===== src/rtl/core/cds_pkg.sv =====
`timescale 1ns / 1ps

package cds_pkg;

  // Widths of the request and result fields.
  localparam int PERIOD_W   = 31;
  localparam int CLOCK_W    = 16;
  localparam int DIVISOR_W  = 16;
  localparam int ACHIEVED_W = 32;

  // Default upper bound for either divisor.
  localparam int DIVISOR_MAX_DEF = 65535;

  // Configuration register map.
  localparam int                  PADDR_W         = 2;
  localparam logic [PADDR_W-1:0]  ADDR_BASE_CLOCK = 2'd0;
  localparam logic [CLOCK_W-1:0]  BASE_CLOCK_RST  = 16'd1000;

  // The quotient of the period by the trial step has one bit per period bit.
  localparam int DIV_STEPS = PERIOD_W;
  localparam int DIV_CNT_W = $clog2(DIV_STEPS);

  // Commands from the controller to the datapath.
  typedef struct packed {
    logic load;       // capture the request and reset the search
    logic div_start;  // divide the period by the current step
    logic eval_lo;    // score the pair (a, q)
    logic eval_hi;    // score the pair (a, q+1) and advance a
    logic finish;     // latch the result registers
  } cds_cmd_t;

  // Status from the datapath to the controller.
  typedef struct packed {
    logic clk_zero;   // counter clock period is zero
    logic loop_ok;    // current a is still inside the search range
    logic div_done;   // quotient and remainder are ready
  } cds_sts_t;

endpackage


===== src/rtl/core/cascaded_divisor_search_unit.sv =====
`timescale 1ns / 1ps

// Channel    | Handshake                 | Payload
// -----------+---------------------------+------------------------------------------
// request    | start, busy               | in_target_period
// result     | out_valid (one cycle)     | out_divisor_first, out_divisor_second,
//            |                           | out_achieved_period, out_fail_flag
// config     | psel, penable, pwrite,    | paddr, pwdata, prdata
//            | pready                    |
//
// A request is taken when start is high and busy is low. The search tries
// first divisors a = 1, 2, ... for as long as a*a*clock < 2*period and
// a <= period/(2*clock)+1. Each trial makes one pass of the shared bit-serial
// divider plus the control and scoring steps; a request makes N trials, and
// N reaches 65535 at most. Reset is synchronous and active low; it returns
// the controller to idle and the counter clock register to 1000 ns. The
// result is shown for exactly one cycle on out_valid and is never held off;
// busy falls in that same cycle.

module cascaded_divisor_search_unit import cds_pkg::*; #(
  parameter int DIVISOR_MAX = DIVISOR_MAX_DEF
) (
  input  logic                  clk,
  input  logic                  rst_n,
  // request channel
  input  logic                  start,
  output logic                  busy,
  input  logic [PERIOD_W-1:0]   in_target_period,
  // result channel
  output logic                  out_valid,
  output logic [DIVISOR_W-1:0]  out_divisor_first,
  output logic [DIVISOR_W-1:0]  out_divisor_second,
  output logic [ACHIEVED_W-1:0] out_achieved_period,
  output logic                  out_fail_flag,
  // configuration port
  input  logic                  psel,
  input  logic                  penable,
  input  logic                  pwrite,
  input  logic [PADDR_W-1:0]    paddr,
  input  logic [31:0]           pwdata,
  output logic [31:0]           prdata,
  output logic                  pready
);

  cds_cmd_t           cmd;
  cds_sts_t           sts;
  logic [CLOCK_W-1:0] base_clock_r;
  logic               cfg_write;

  // The bus never waits; a write lands at the end of its access cycle.
  assign pready    = 1'b1;
  assign cfg_write = psel && penable && pwrite && pready;

  always_ff @(posedge clk) begin
    if (!rst_n) begin
      base_clock_r <= BASE_CLOCK_RST;
    end else if (cfg_write && (paddr == ADDR_BASE_CLOCK)) begin
      base_clock_r <= pwdata[CLOCK_W-1:0];
    end
  end

  // Unmapped addresses read as zero.
  assign prdata = (paddr == ADDR_BASE_CLOCK) ? {16'b0, base_clock_r} : 32'b0;

  // The controller sequences the search; the datapath keeps the running
  // best pair and owns the divider.
  cds_ctrl u_ctrl (
    .clk         (clk),
    .rst_n       (rst_n),
    .start       (start),
    .busy        (busy),
    .done_strobe (out_valid),
    .cmd         (cmd),
    .sts         (sts)
  );

  cds_dp #(
    .DIVISOR_MAX (DIVISOR_MAX)
  ) u_dp (
    .clk             (clk),
    .rst_n           (rst_n),
    .cmd             (cmd),
    .sts             (sts),
    .base_clock      (base_clock_r),
    .target_period   (in_target_period),
    .divisor_first   (out_divisor_first),
    .divisor_second  (out_divisor_second),
    .achieved_period (out_achieved_period),
    .fail_flag       (out_fail_flag)
  );

endmodule


===== src/rtl/core/cds_div.sv =====
`timescale 1ns / 1ps

module cds_div import cds_pkg::*; (
  input  logic                clk,
  input  logic                rst_n,
  input  logic                start,
  input  logic [PERIOD_W-1:0] dividend,
  input  logic [31:0]         divisor,
  output logic                done,
  output logic [PERIOD_W-1:0] quotient,
  output logic [31:0]         remainder
);

  logic                 run_r;
  logic                 done_r;
  logic [DIV_CNT_W-1:0] cnt_r;
  logic [PERIOD_W-1:0]  quo_r;
  logic [31:0]          rem_r;
  logic [31:0]          dsr_r;
  logic [32:0]          trial;
  logic [32:0]          diff;
  logic                 fits;

  // One quotient bit per cycle, restoring form.
  assign trial = {rem_r, quo_r[PERIOD_W-1]};
  assign diff  = trial - {1'b0, dsr_r};
  assign fits  = (trial >= {1'b0, dsr_r});

  always_ff @(posedge clk) begin
    if (!rst_n) begin
      run_r  <= 1'b0;
      done_r <= 1'b0;
      cnt_r  <= '0;
    end else begin
      done_r <= 1'b0;
      if (start) begin
        run_r <= 1'b1;
        cnt_r <= '0;
      end else if (run_r) begin
        cnt_r <= cnt_r + 1'b1;
        if (cnt_r == DIV_CNT_W'(DIV_STEPS - 1)) begin
          run_r  <= 1'b0;
          done_r <= 1'b1;
        end
      end
    end
  end

  always_ff @(posedge clk) begin
    if (start) begin
      quo_r <= dividend;
      rem_r <= '0;
      dsr_r <= divisor;
    end else if (run_r) begin
      quo_r <= {quo_r[PERIOD_W-2:0], fits};
      rem_r <= fits ? diff[31:0] : trial[31:0];
    end
  end

  assign done      = done_r;
  assign quotient  = quo_r;
  assign remainder = rem_r;

endmodule


===== src/rtl/core/cds_dp.sv =====
`timescale 1ns / 1ps

module cds_dp import cds_pkg::*; #(
  parameter int DIVISOR_MAX = DIVISOR_MAX_DEF
) (
  input  logic                  clk,
  input  logic                  rst_n,
  input  cds_cmd_t              cmd,
  output cds_sts_t              sts,
  input  logic [CLOCK_W-1:0]    base_clock,
  input  logic [PERIOD_W-1:0]   target_period,
  output logic [DIVISOR_W-1:0]  divisor_first,
  output logic [DIVISOR_W-1:0]  divisor_second,
  output logic [ACHIEVED_W-1:0] achieved_period,
  output logic                  fail_flag
);

  localparam logic [31:0] DMAX = 32'(DIVISOR_MAX);

  logic [PERIOD_W-1:0]   p_r;
  logic [16:0]           a_r;       // trial first divisor
  logic [32:0]           step_r;    // a * clock
  logic [34:0]           sq_r;      // a * a * clock
  logic [31:0]           best_r;    // smallest error so far
  logic [DIVISOR_W-1:0]  best_a_r;
  logic [31:0]           best_b_r;
  logic [31:0]           best_prod_r;
  logic [DIVISOR_W-1:0]  out_a_r;
  logic [DIVISOR_W-1:0]  out_b_r;
  logic [ACHIEVED_W-1:0] out_prod_r;
  logic                  out_fail_r;

  logic                  div_done;
  logic [PERIOD_W-1:0]   div_quo;
  logic [31:0]           div_rem;
  logic [32:0]           step_less;
  logic [31:0]           err_hi;
  logic [31:0]           prod_lo;
  logic [31:0]           prod_hi;
  logic [31:0]           b_hi;
  logic                  fail;

  cds_div u_div (
    .clk       (clk),
    .rst_n     (rst_n),
    .start     (cmd.div_start),
    .dividend  (p_r),
    .divisor   (step_r[31:0]),
    .done      (div_done),
    .quotient  (div_quo),
    .remainder (div_rem)
  );

  // Range test: a <= p/(2c)+1 is the same as 2*(a-1)*c <= p, and the
  // search goes on only while a*a*c < 2p.
  assign step_less    = step_r - {17'b0, base_clock};
  assign sts.loop_ok  = (sq_r < {3'b0, p_r, 1'b0}) &&
                        ({step_less, 1'b0} <= {3'b0, p_r});
  assign sts.clk_zero = (base_clock == '0);
  assign sts.div_done = div_done;

  // With r = p - q*step, the pair (a, q) misses by r from below and the
  // pair (a, q+1) misses by step - r from above.
  assign prod_lo = {1'b0, p_r} - div_rem;
  assign prod_hi = prod_lo + step_r[31:0];
  assign err_hi  = step_r[31:0] - div_rem;
  assign b_hi    = {1'b0, div_quo} + 32'd1;

  always_ff @(posedge clk) begin
    if (cmd.load) begin
      p_r      <= target_period;
      a_r      <= 17'd1;
      step_r   <= {17'b0, base_clock};
      sq_r     <= {19'b0, base_clock};
      best_r   <= {1'b0, target_period};
      best_a_r <= '0;
      best_b_r <= '0;
    end else if (cmd.eval_lo) begin
      if (div_rem < best_r) begin
        best_r      <= div_rem;
        best_a_r    <= a_r[DIVISOR_W-1:0];
        best_b_r    <= {1'b0, div_quo};
        best_prod_r <= prod_lo;
      end
    end else if (cmd.eval_hi) begin
      if (err_hi < best_r) begin
        best_r      <= err_hi;
        best_a_r    <= a_r[DIVISOR_W-1:0];
        best_b_r    <= b_hi;
        best_prod_r <= prod_hi;
      end
      a_r    <= a_r + 17'd1;
      step_r <= step_r + {17'b0, base_clock};
      sq_r   <= sq_r + {1'b0, step_r, 1'b0} + {19'b0, base_clock};
    end
  end

  // A search that never improved leaves the first divisor at zero.
  assign fail = (best_a_r == '0) || ({16'b0, best_a_r} > DMAX) ||
                (best_b_r == '0) || (best_b_r > DMAX);

  always_ff @(posedge clk) begin
    if (cmd.finish) begin
      out_a_r    <= fail ? '0 : best_a_r;
      out_b_r    <= fail ? '0 : best_b_r[DIVISOR_W-1:0];
      out_prod_r <= fail ? '0 : best_prod_r;
      out_fail_r <= fail;
    end
  end

  assign divisor_first   = out_a_r;
  assign divisor_second  = out_b_r;
  assign achieved_period = out_prod_r;
  assign fail_flag       = out_fail_r;

endmodule


===== src/rtl/core/cds_ctrl.sv =====
`timescale 1ns / 1ps

module cds_ctrl import cds_pkg::*; (
  input  logic     clk,
  input  logic     rst_n,
  input  logic     start,
  output logic     busy,
  output logic     done_strobe,
  output cds_cmd_t cmd,
  input  cds_sts_t sts
);

  typedef enum logic [2:0] {
    ST_IDLE,
    ST_CHECK,
    ST_DIV,
    ST_EVAL_LO,
    ST_EVAL_HI
  } state_t;

  state_t state_r, state_nxt;
  logic   strobe_r, strobe_nxt;
  logic   stop;

  assign stop = sts.clk_zero || !sts.loop_ok;

  always_comb begin
    state_nxt  = state_r;
    strobe_nxt = 1'b0;
    case (state_r)
      ST_IDLE: begin
        if (start) begin
          state_nxt = ST_CHECK;
        end
      end
      ST_CHECK: begin
        if (stop) begin
          state_nxt  = ST_IDLE;
          strobe_nxt = 1'b1;
        end else begin
          state_nxt = ST_DIV;
        end
      end
      ST_DIV: begin
        if (sts.div_done) begin
          state_nxt = ST_EVAL_LO;
        end
      end
      ST_EVAL_LO: begin
        state_nxt = ST_EVAL_HI;
      end
      ST_EVAL_HI: begin
        state_nxt = ST_CHECK;
      end
      default: begin
        state_nxt = ST_IDLE;
      end
    endcase
  end

  always_ff @(posedge clk) begin
    if (!rst_n) begin
      state_r  <= ST_IDLE;
      strobe_r <= 1'b0;
    end else begin
      state_r  <= state_nxt;
      strobe_r <= strobe_nxt;
    end
  end

  always_comb begin
    cmd           = '0;
    cmd.load      = (state_r == ST_IDLE) && start;
    cmd.div_start = (state_r == ST_CHECK) && !stop;
    cmd.finish    = (state_r == ST_CHECK) && stop;
    cmd.eval_lo   = (state_r == ST_EVAL_LO);
    cmd.eval_hi   = (state_r == ST_EVAL_HI);
  end

  assign busy        = (state_r != ST_IDLE);
  assign done_strobe = strobe_r;

endmodule


===== config.mk =====
export PLATFORM = sky130hd
export DESIGN_NAME = cascaded_divisor_search_unit
export DESIGN_NICKNAME = d
export VERILOG_FILES = /design/src/rtl/core/cds_pkg.sv /design/src/rtl/core/cascaded_divisor_search_unit.sv /design/src/rtl/core/cds_div.sv /design/src/rtl/core/cds_dp.sv /design/src/rtl/core/cds_ctrl.sv
export SDC_FILE = /design/constraint.sdc
export NUM_CORES = 1
export LEC_CHECK = 0
export BUFFER_PORTS_ARGS = -buffer_cell sky130_fd_sc_hd__buf_2
export CAP_MARGIN = 40
export CORE_MARGIN = 1.5
export CORE_UTILIZATION = 65
export CTS_CLUSTER_DIAMETER = 120
export DETAILED_ROUTE_END_ITERATION = 16
export PLACE_DENSITY_LB_ADDON = 0.08
export SLEW_MARGIN = 20
export SYNTH_ARGS = -nofsm -noshare
export SYNTH_HDL_FRONTEND = slang
export SYNTH_SLANG_ARGS = --single-unit

===== constraint.sdc =====
create_clock -name clk -period 15.3 [get_ports clk]
set_clock_uncertainty 0.1 [all_clocks]
set_input_delay 0.765 -clock clk [delete_from_list [all_inputs] [get_ports clk]]
set_output_delay 0.765 -clock clk [all_outputs]
set_load 0.05 [all_outputs]

==> out/qor.csv, run 1 <==
stage,metric,value,unit
status,status,finished clean,
route,WL final,83100,µm
yosys,dominant synthesized flop cell,edfxtp_1,
place,GP Congestion,0.985,
global_routing,total track usage,0.353,
clock_tree,H-tree depth,2,
yosys,Post-synth EDFFs,254,
final_layout,fillcell total,3351,
pwr,total power,6.10,mW
setup_path,"Data arrival, critical path",7.32,ns
timing,fmax,139,MHz
timing,final hold vios,0,
timing,Slew Limit Headroom,0.456,
final_layout,Final Cell Area,0.0324,mm²
setup_path,worst r2r src,base_clock_r[2],
yosys,register area share after synthesis,0.366,
final_layout,Synth-to-Final Area Change,9.62,%
global_routing,Overflow after GRT,0,
route,Avg Vias per Cell,6.35,
final_layout,layout cells sized above 1,0.100,
final_layout,Antenna Cells,0,
global_routing,first-pass GRT wire length,130000,µm
floorplan,Chip Width,216,µm
final_layout,# nets final,3708,
yosys,top-count cell post-synth,ha_1,
floorplan,chip height,216,µm
floorplan,die footprint,0.0468,mm²
floorplan,Placement Rows,77,
global_routing,initial antenna violation count,0,
clock_tree,CTS tree,done,
floorplan,IO Pins,171,
global_routing,largest net degree at the start of global routing,66,
route,DRC,0,
yosys,post-synth top area cell,edfxtp_1,
setup_path,R2R depth,19,
timing,Period minus WS final,7.18,ns
route,drt initial violations,2365,
clock_tree,post_cts resized,0,
setup_path,kind of critical path,reg2reg,
route,via count,24800,
yosys,flop and latch count out of synthesis,414,
worst_hold_path,WHS Path Cells,1,
yosys,average cell area after synthesis,9.39,µm²
floorplan,core box area,0.0445,mm²
timing,measured slew at the worst slew-check pin,0.803,ns
clock_tree,Clock Pin Slew Worst Setup and Hold Paths,0.06,ns
global_routing,vias in the first global route,23800,
route,met2 WL,38000,µm
worst_hold_path,type of the most critical hold path,in2reg,
yosys,Area contributors post-synth,"edfxtp_1 (26%), ha_1 (14%), dfxtp_1 (11%)",
route,WL met3,6460,µm
place,Post-DP Area,0.0308,mm²
route,Pre-antenna DRT Iters,8,
floorplan,Initial Util,0.665,
clock_tree,Worst-Skew Late Latency,0.62,ns
setup_path,CP Data Required Time,15.44,ns
final_layout,final non-filler cell total,3910,
route,uppermost layer routed,met4,
clock_tree,TritonCTS Buffers,47,
route,met1 WL,34500,µm
setup_path,Critical Path Sink Type,register,
yosys,Netlist Area Pre-Place,0.0296,mm²
place,DP Cell Count,3818,
yosys,Post-Syn Instances,3151,
yosys,Cell variety after synth,87,
pwr,peak supply drop,133,µV
timing,RSZ-0062 raised after global routing,no,
clock_tree,Root Driver,clkbuf_16,
place,port bufs,137,
place,dpl hpwl,63300,µm
clock_tree,Clock Sinks,414,
clock_tree,Post-CTS Hold Buffers,0,
setup_path,startpoint types,register,
route,Avg WL per Cell,21.3,µm
job,max-cap viol count,0,
clock_tree,# Post-CTS Setup Buffers,0,
route,post-route ant nets,0,
setup_path,Crit. Startpoint,base_clock_r[2],
worst_hold_path,hold path startpoint,in_target_period[26],
pwr,Leak,14.1,nW
yosys,most common library cells after synthesis,"ha_1 (335), nor2_1 (276), edfxtp_1 (254), nand2_1 (238), a21oi_1 (223)",
yosys,yosys warns,0,
yosys,Yosys top cell area share,0.258,
final_layout,Post-Route Utilization,0.728,
timing,endpoints failing setup,0,
timing,Slew Limit Fails,0,
pwr,PD cells,188,mW/mm²
timing,setup TNS,0,ns
clock_tree,Clock Tree Buf Depth,3,
yosys,fraction of registers with async set/reset,0,
timing,Final period util,0.469,
setup_path,CP Max Fanout,48,
where the power goes:
| group | switching (mW) | internal [mW] | total [mW] | leakage [nW] |
|---|---|---|---|---|
| sequential | 0.158 | 1.44 | 1.60 | 3.68 |
| clock | 0.486 | 0.655 | 1.14 | 0.740 |
| combinational | 2.00 | 1.36 | 3.36 | 9.67 |
layout make-up:
cell class	count	area, µm²	area share
Tap cell	592	741	0.0228
Multi-Input combinational cell	2423	17400	0.538
Inverter	211	797	0.0246
Clock buffer	63	1270	0.0391
Clock inverter	24	260	0.00803
Sequential cell	414	10800	0.334
Timing Repair Buffer	183	1080	0.0334
worst max-delay path, stage by stage, from the launching register on:
cell and delay, ns:
dfxtp_1 0.51, inv_1 0.13, ha_1 0.43, nor2b_4 0.17, o31a_1 0.29, o31a_1 0.29
o41a_1 0.47, a311o_1 0.48, or4_1 0.52, xnor2_1 0.15, ha_1 0.33, nand4_1 0.16
nor4_1 0.45, nor3b_1 0.44, o41a_1 0.29, o221ai_1 0.12, nand4_1 0.20, nor2b_1 0.12
nor2_4 0.51, buf_4 0.61
path summary, 6_finish.rpt:
| path | endpoint | slack, ns |
|---|---|---|
| worst max-delay path | u_dp.achieved_period[24] | 8.12 |
| worst min-delay path | u_dp.p_r[26] | 0.26 |
| worst max register to register | u_dp.achieved_period[24] | 8.12 |
| worst min register to register | u_dp.best_b_r[31] | 0.38 |
layout by cell type, fill, tap and decap left out, types with 44 or more instances in the layout:
cell / n
a211oi_1: 55
a21o_1: 83
a21oi_1: 223
and2_1: 77
buf_2: 140
clkbuf_16: 48
dfxtp_1: 159
edfxtp_1: 254
ha_1: 335
inv_1: 208
mux2i_1: 44
nand2_1: 238
nand3_1: 69
nor2_1: 273
nor3_1: 57
o21ai_0: 152
xnor2_1: 147
xor2_1: 78
flip-flops by register name, summed over array words and instances, names as in the netlist, 16 cells and up:
name,count
u_dp.u_div.dsr_r,32
base_clock_r,16
u_dp.best_a_r,16
u_dp.best_prod_r,32
u_dp.sq_r,35
u_dp.p_r,31
u_dp.divisor_second,16
u_dp.a_r,16
u_dp.divisor_first,16
u_dp.u_div.remainder,32
u_dp.best_r,32
u_dp.best_b_r,32
u_dp.u_div.quotient,31
u_dp.step_r,33
u_dp.achieved_period,32
cell families (layout without fill, tap and decap cells):
kind of cell / Yosys count / count (layout) / share of synthesized area
simple gates: 932 / 932 / 0.152
mux: 80 / 80 / 0.0295
buf+inv: 329 / 481 / 0.0469
compound gates: 812 / 812 / 0.182
fa+ha+maj: 357 / 357 / 0.157
xor+xnor: 225 / 225 / 0.0666
other cells: 2 / 17 / 0.000254
flops: 414 / 414 / 0.366
per-stage QoR:
step                setup WS, ns  hold WS, ns
detailed placement          8.33        0.365
floorplan                   7.51        0.332
global placement            7.60        0.342
CTS                         8.28        0.230
global route                7.85        0.243
finish                      8.12        0.255
metal layers:
layer | vias up | GRT usage
li1 | 11700 | -
met1 | 11800 | 0.468
met2 | 1108 | 0.569
met3 | 226 | 0.0500
met4 | 0 | 0.171
met5 | - | 0
Note: power is estimated with default switching activity, not from simulation.
==> run 2, diff against run 1 <==
- ABC_AREA: default -> 1
- CORE_UTILIZATION: 65 -> 57
- clock period: 15.3 -> 6 ns (I/O delays scaled with it)
==> out/qor.csv, run 2 <==
stage,metric,value,unit,change
timing,measured slew at the worst slew-check pin,0.862,ns,was 0.803 ns
timing,Final period util,0.913,,was 0.469
clock_tree,Worst-Skew Late Latency,0.61,ns,was 0.62 ns
setup_path,Critical Path Sink Type,register,,unchanged
final_layout,max FFs per register,35,,unchanged
place,port bufs,137,,unchanged
final_layout,final non-filler cell total,5147,,"was 3,910"
pwr,Leak,16.7,nW,was 14.1 nW
floorplan,IO Pins,171,,unchanged
pwr,PD cells,325,mW/mm²,was 188 mW/mm²
floorplan,Chip Width,239,µm,was 216 µm
setup_path,worst r2r src,u_dp.step_r[13],,was base_clock_r[2]
final_layout,layout cells sized above 1,0.0793,,was 0.100
clock_tree,Clock Pin Slew Worst Setup and Hold Paths,0.06,ns,about the same
setup_path,R2R depth,24,,was 19
global_routing,vias in the first global route,27400,,"was 23,800"
global_routing,initial antenna violation count,2,,was 0
place,GP Congestion,1.05,,was 0.985
clock_tree,Clock Tree Buf Depth,3,,unchanged
floorplan,chip height,239,µm,was 216 µm
final_layout,biggest regs,"u_dp.sq_r (35), u_dp.step_r (33)",,unchanged
yosys,Netlist Area Pre-Place,0.0318,mm²,was 0.0296 mm²
yosys,average cell area after synthesis,7.59,µm²,was 9.39 µm²
setup_path,CP Data Required Time,6.42,ns,was 15.44 ns
place,DP Cell Count,5006,,"was 3,818"
route,DRC,0,,unchanged
yosys,most common library cells after synthesis,"nand2_1 (859), inv_1 (592), a21oi_1 (407), nor2_1 (340), ha_1 (335)",,"was ha_1 (335), nor2_1 (276), edfxtp_1 (254), nand2_1 (238), a21oi_1 (223)"
place,dpl hpwl,78900,µm,"was 63,300 µm"
yosys,post-synth top area cell,edfxtp_1,,unchanged
clock_tree,post_cts resized,0,,unchanged
route,via count,29200,,"was 24,800"
floorplan,Placement Rows,86,,was 77
setup_path,"Data arrival, critical path",5.90,ns,was 7.32 ns
yosys,xor/xnor share of the synthesized area,0.0447,,was 0.0666
route,Avg Vias per Cell,5.67,,was 6.35
final_layout,fillcell total,5136,,"was 3,351"
route,Avg WL per Cell,19.6,µm,was 21.3 µm
worst_hold_path,hold path startpoint,rst_n,,was in_target_period[26]
final_layout,# nets final,4787,,"was 3,708"
timing,RSZ-0062 raised after global routing,no,,unchanged
yosys,Post-synth EDFFs,254,,unchanged
timing,Slew Limit Headroom,0.425,,was 0.456
yosys,register area share after synthesis,0.341,,was 0.366
clock_tree,CTS tree,done,,unchanged
final_layout,most frequent cells in the layout,"nand2_1 (858), inv_1 (591), a21oi_1 (406), nor2_1 (338), ha_1 (335)",,"was ha_1 (335), nor2_1 (273), edfxtp_1 (254), nand2_1 (238), a21oi_1 (223)"
route,post-route ant nets,0,,unchanged
clock_tree,Post-CTS Hold Buffers,50,,was 0
timing,final hold vios,0,,unchanged
yosys,Post-Syn Instances,4183,,"was 3,151"
yosys,Area contributors post-synth,"edfxtp_1 (24%), ha_1 (13%), nand2_1 (10%)",,"was edfxtp_1 (26%), ha_1 (14%), dfxtp_1 (11%)"
global_routing,first-pass GRT wire length,153000,µm,"was 130,000 µm"
yosys,largest family of logic cells by synthesized area,simple AND/OR/NAND/NOR gates,,was compound AO/OA/AOI/OAI gates
pwr,peak supply drop,344,µV,was 133 µV
route,drt initial violations,2322,,"was 2,365"
place,pre-CTS WS,0.680,ns,was 8.33 ns
timing,worst setup margin,0.523,ns,was 8.12 ns
setup_path,CP Max Fanout,27,,was 48
yosys,fraction of registers with async set/reset,0,,unchanged
timing,WHS,0.0418,ns,was 0.255 ns
yosys,flop and latch count out of synthesis,414,,unchanged
floorplan,die footprint,0.0571,mm²,was 0.0468 mm²
worst_hold_path,type of the most critical hold path,in2reg,,unchanged
final_layout,"commonest non-fill, non-tap cell in the layout",nand2_1,,was ha_1
final_layout,Antenna Cells,0,,unchanged
worst_hold_path,WHS Path Cells,2,,was 1
clock_tree,TritonCTS Buffers,48,,was 47
route,WL final,101000,µm,"was 83,100 µm"
job,max-cap viol count,0,,unchanged
yosys,Post-Synth Simple-Gate Area,0.227,,was 0.152
yosys,dominant synthesized flop cell,edfxtp_1,,unchanged
route,Pre-antenna DRT Iters,6,,was 8
final_layout,Synth-to-Final Area Change,11.4,%,was 9.62%
yosys,top-count cell post-synth,nand2_1,,was ha_1
yosys,Compound-Gate Fraction of Synth Area,0.149,,was 0.182
status,status,finished clean,,unchanged
setup_path,kind of critical path,reg2reg,,unchanged
timing,setup TNS,0,ns,unchanged
global_routing,total track usage,0.351,,was 0.353
setup_path,startpoint types,register,,unchanged
yosys,yosys warns,0,,unchanged
floorplan,core box area,0.0551,mm²,was 0.0445 mm²
timing,Period minus WS final,5.48,ns,was 7.18 ns
yosys,Synth Area in Adders,0.146,,was 0.157
yosys,Yosys top cell area share,0.240,,was 0.258
timing,endpoints failing setup,0,,unchanged
clock_tree,Clock Sinks,414,,unchanged
clock_tree,# Post-CTS Setup Buffers,0,,unchanged
yosys,mux contribution to synthesized area,0,,was 0.0295
global_routing,largest net degree at the start of global routing,99,,was 66
clock_tree,Root Driver,clkbuf_16,,unchanged
final_layout,Biggest register,u_dp.sq_r,,unchanged
timing,fmax,183,MHz,was 139 MHz
clock_tree,H-tree depth,2,,unchanged
setup_path,r2r setup slk,0.52,ns,was 8.12 ns
yosys,Cell variety after synth,63,,was 87
timing,Slew Limit Fails,0,,unchanged
worst_hold_path,worst hold endpoint,base_clock_r[3],,was u_dp.p_r[26]
setup_path,Crit Reg-Reg Endpoint,u_dp.best_a_r[1],,was u_dp.achieved_period[24]
floorplan,Initial Util,0.576,,was 0.665
global_routing,Overflow after GRT,0,,unchanged
[run 2: cell types whose count changed in the layout (fill, tap and decap cells not counted), moves of 67 or more]
cell     delta
xnor2_1   -105
nand3_1   +147
and2_1     -67
a21oi_1   +183
o21ai_0    +85
inv_1     +383
nand2_1   +620
[run 2: critical path, stage by stage (launching register included)]
cell,delay (ns)
edfxtp_1,0.67
ha_1,0.48
nand2_1,0.07
inv_1,0.08
nand3_1,0.09
nor2b_1,0.21
nand4_1,0.12
nand3_1,0.21
a21oi_1,0.14
o21ai_0,0.41
nand2_1,0.15
nand2_1,0.09
nand2_1,0.06
and2_1,0.14
ha_1,0.27
nand2_1,0.05
nor2_1,0.15
nand4_1,0.17
nor4_1,0.46
nand2_1,0.20
nand3_1,0.16
nand2_4,0.15
inv_2,0.46
nand2_1,0.13
a21oi_1,0.14
[run 2: power breakdown]
| part | switching [mW] | internal (mW) |
|---|---|---|
| combinational | 3.18 | 1.57 |
| clock | 1.24 | 1.77 |
| sequential | 0.253 | 3.49 |
| total | 4.68 | 6.83 |
[run 2: how the worst max path moves through the flow]
stage / from / end / slack [ns] / depth (start not counted)
floorplan: u_dp.step_r[1] / u_dp.achieved_period[0] / 0.26 / 25
global placement: u_dp.step_r[0] / u_dp.achieved_period[2] / 0.71 / 27
detailed placement: u_dp.step_r[0] / u_dp.achieved_period[2] / 0.68 / 27
CTS: u_dp.step_r[0] / u_dp.achieved_period[6] / 0.63 / 27
global route: u_dp.step_r[0] / u_dp.u_div.quotient[29] / 0.24 / 27
finish: u_dp.step_r[13] / u_dp.best_a_r[1] / 0.52 / 24
[run 2: area by class of cell]
cell class,instances,area (µm²),area share
well taps,748,936,0.0265
inverters,607,2280,0.0644
multi-input cells,3052,18100,0.511
flip-flops and latches,414,10800,0.306
clock inverters,21,260,0.00736
clock buffers,69,1340,0.0379
repair buffers,236,1650,0.0465
[run 2: routing by layer]
metal / GRT usage / part of all wire / wire length, µm / vias up
met3: 0.0595 / 0.073 / 7380 / 224
met2: 0.575 / 0.45 / 45800 / 966
li1: - / - / - / 14400
met5: 0 / 0.00015 / 15 / -
met4: 0.164 / 0.049 / 4970 / 2
met1: 0.453 / 0.42 / 42800 / 13600
[run 2: logic make-up after synthesis]
kind of cell	after synthesis
AOI/OAI and AO/OA	843
xor gates and xnor gates	162
adders and majority gates	357
buffers and inverters	732
DFF	414
other	2
and+or+nand+nor	1673
[run 2: metrics by stage]
| step | power [mW] | utilization | cell area [µm²] |
|---|---|---|---|
| after global routing | 12.2 | 0.642 | 35400 |
| after global placement | 8.35 | 0.603 | 33200 |
| after CTS | 11.5 | 0.642 | 35400 |
| after floorplan | 7.12 | - | 31800 |
| after detailed placement | 8.41 | 0.604 | 33300 |
| final | 11.5 | 0.642 | 35400 |
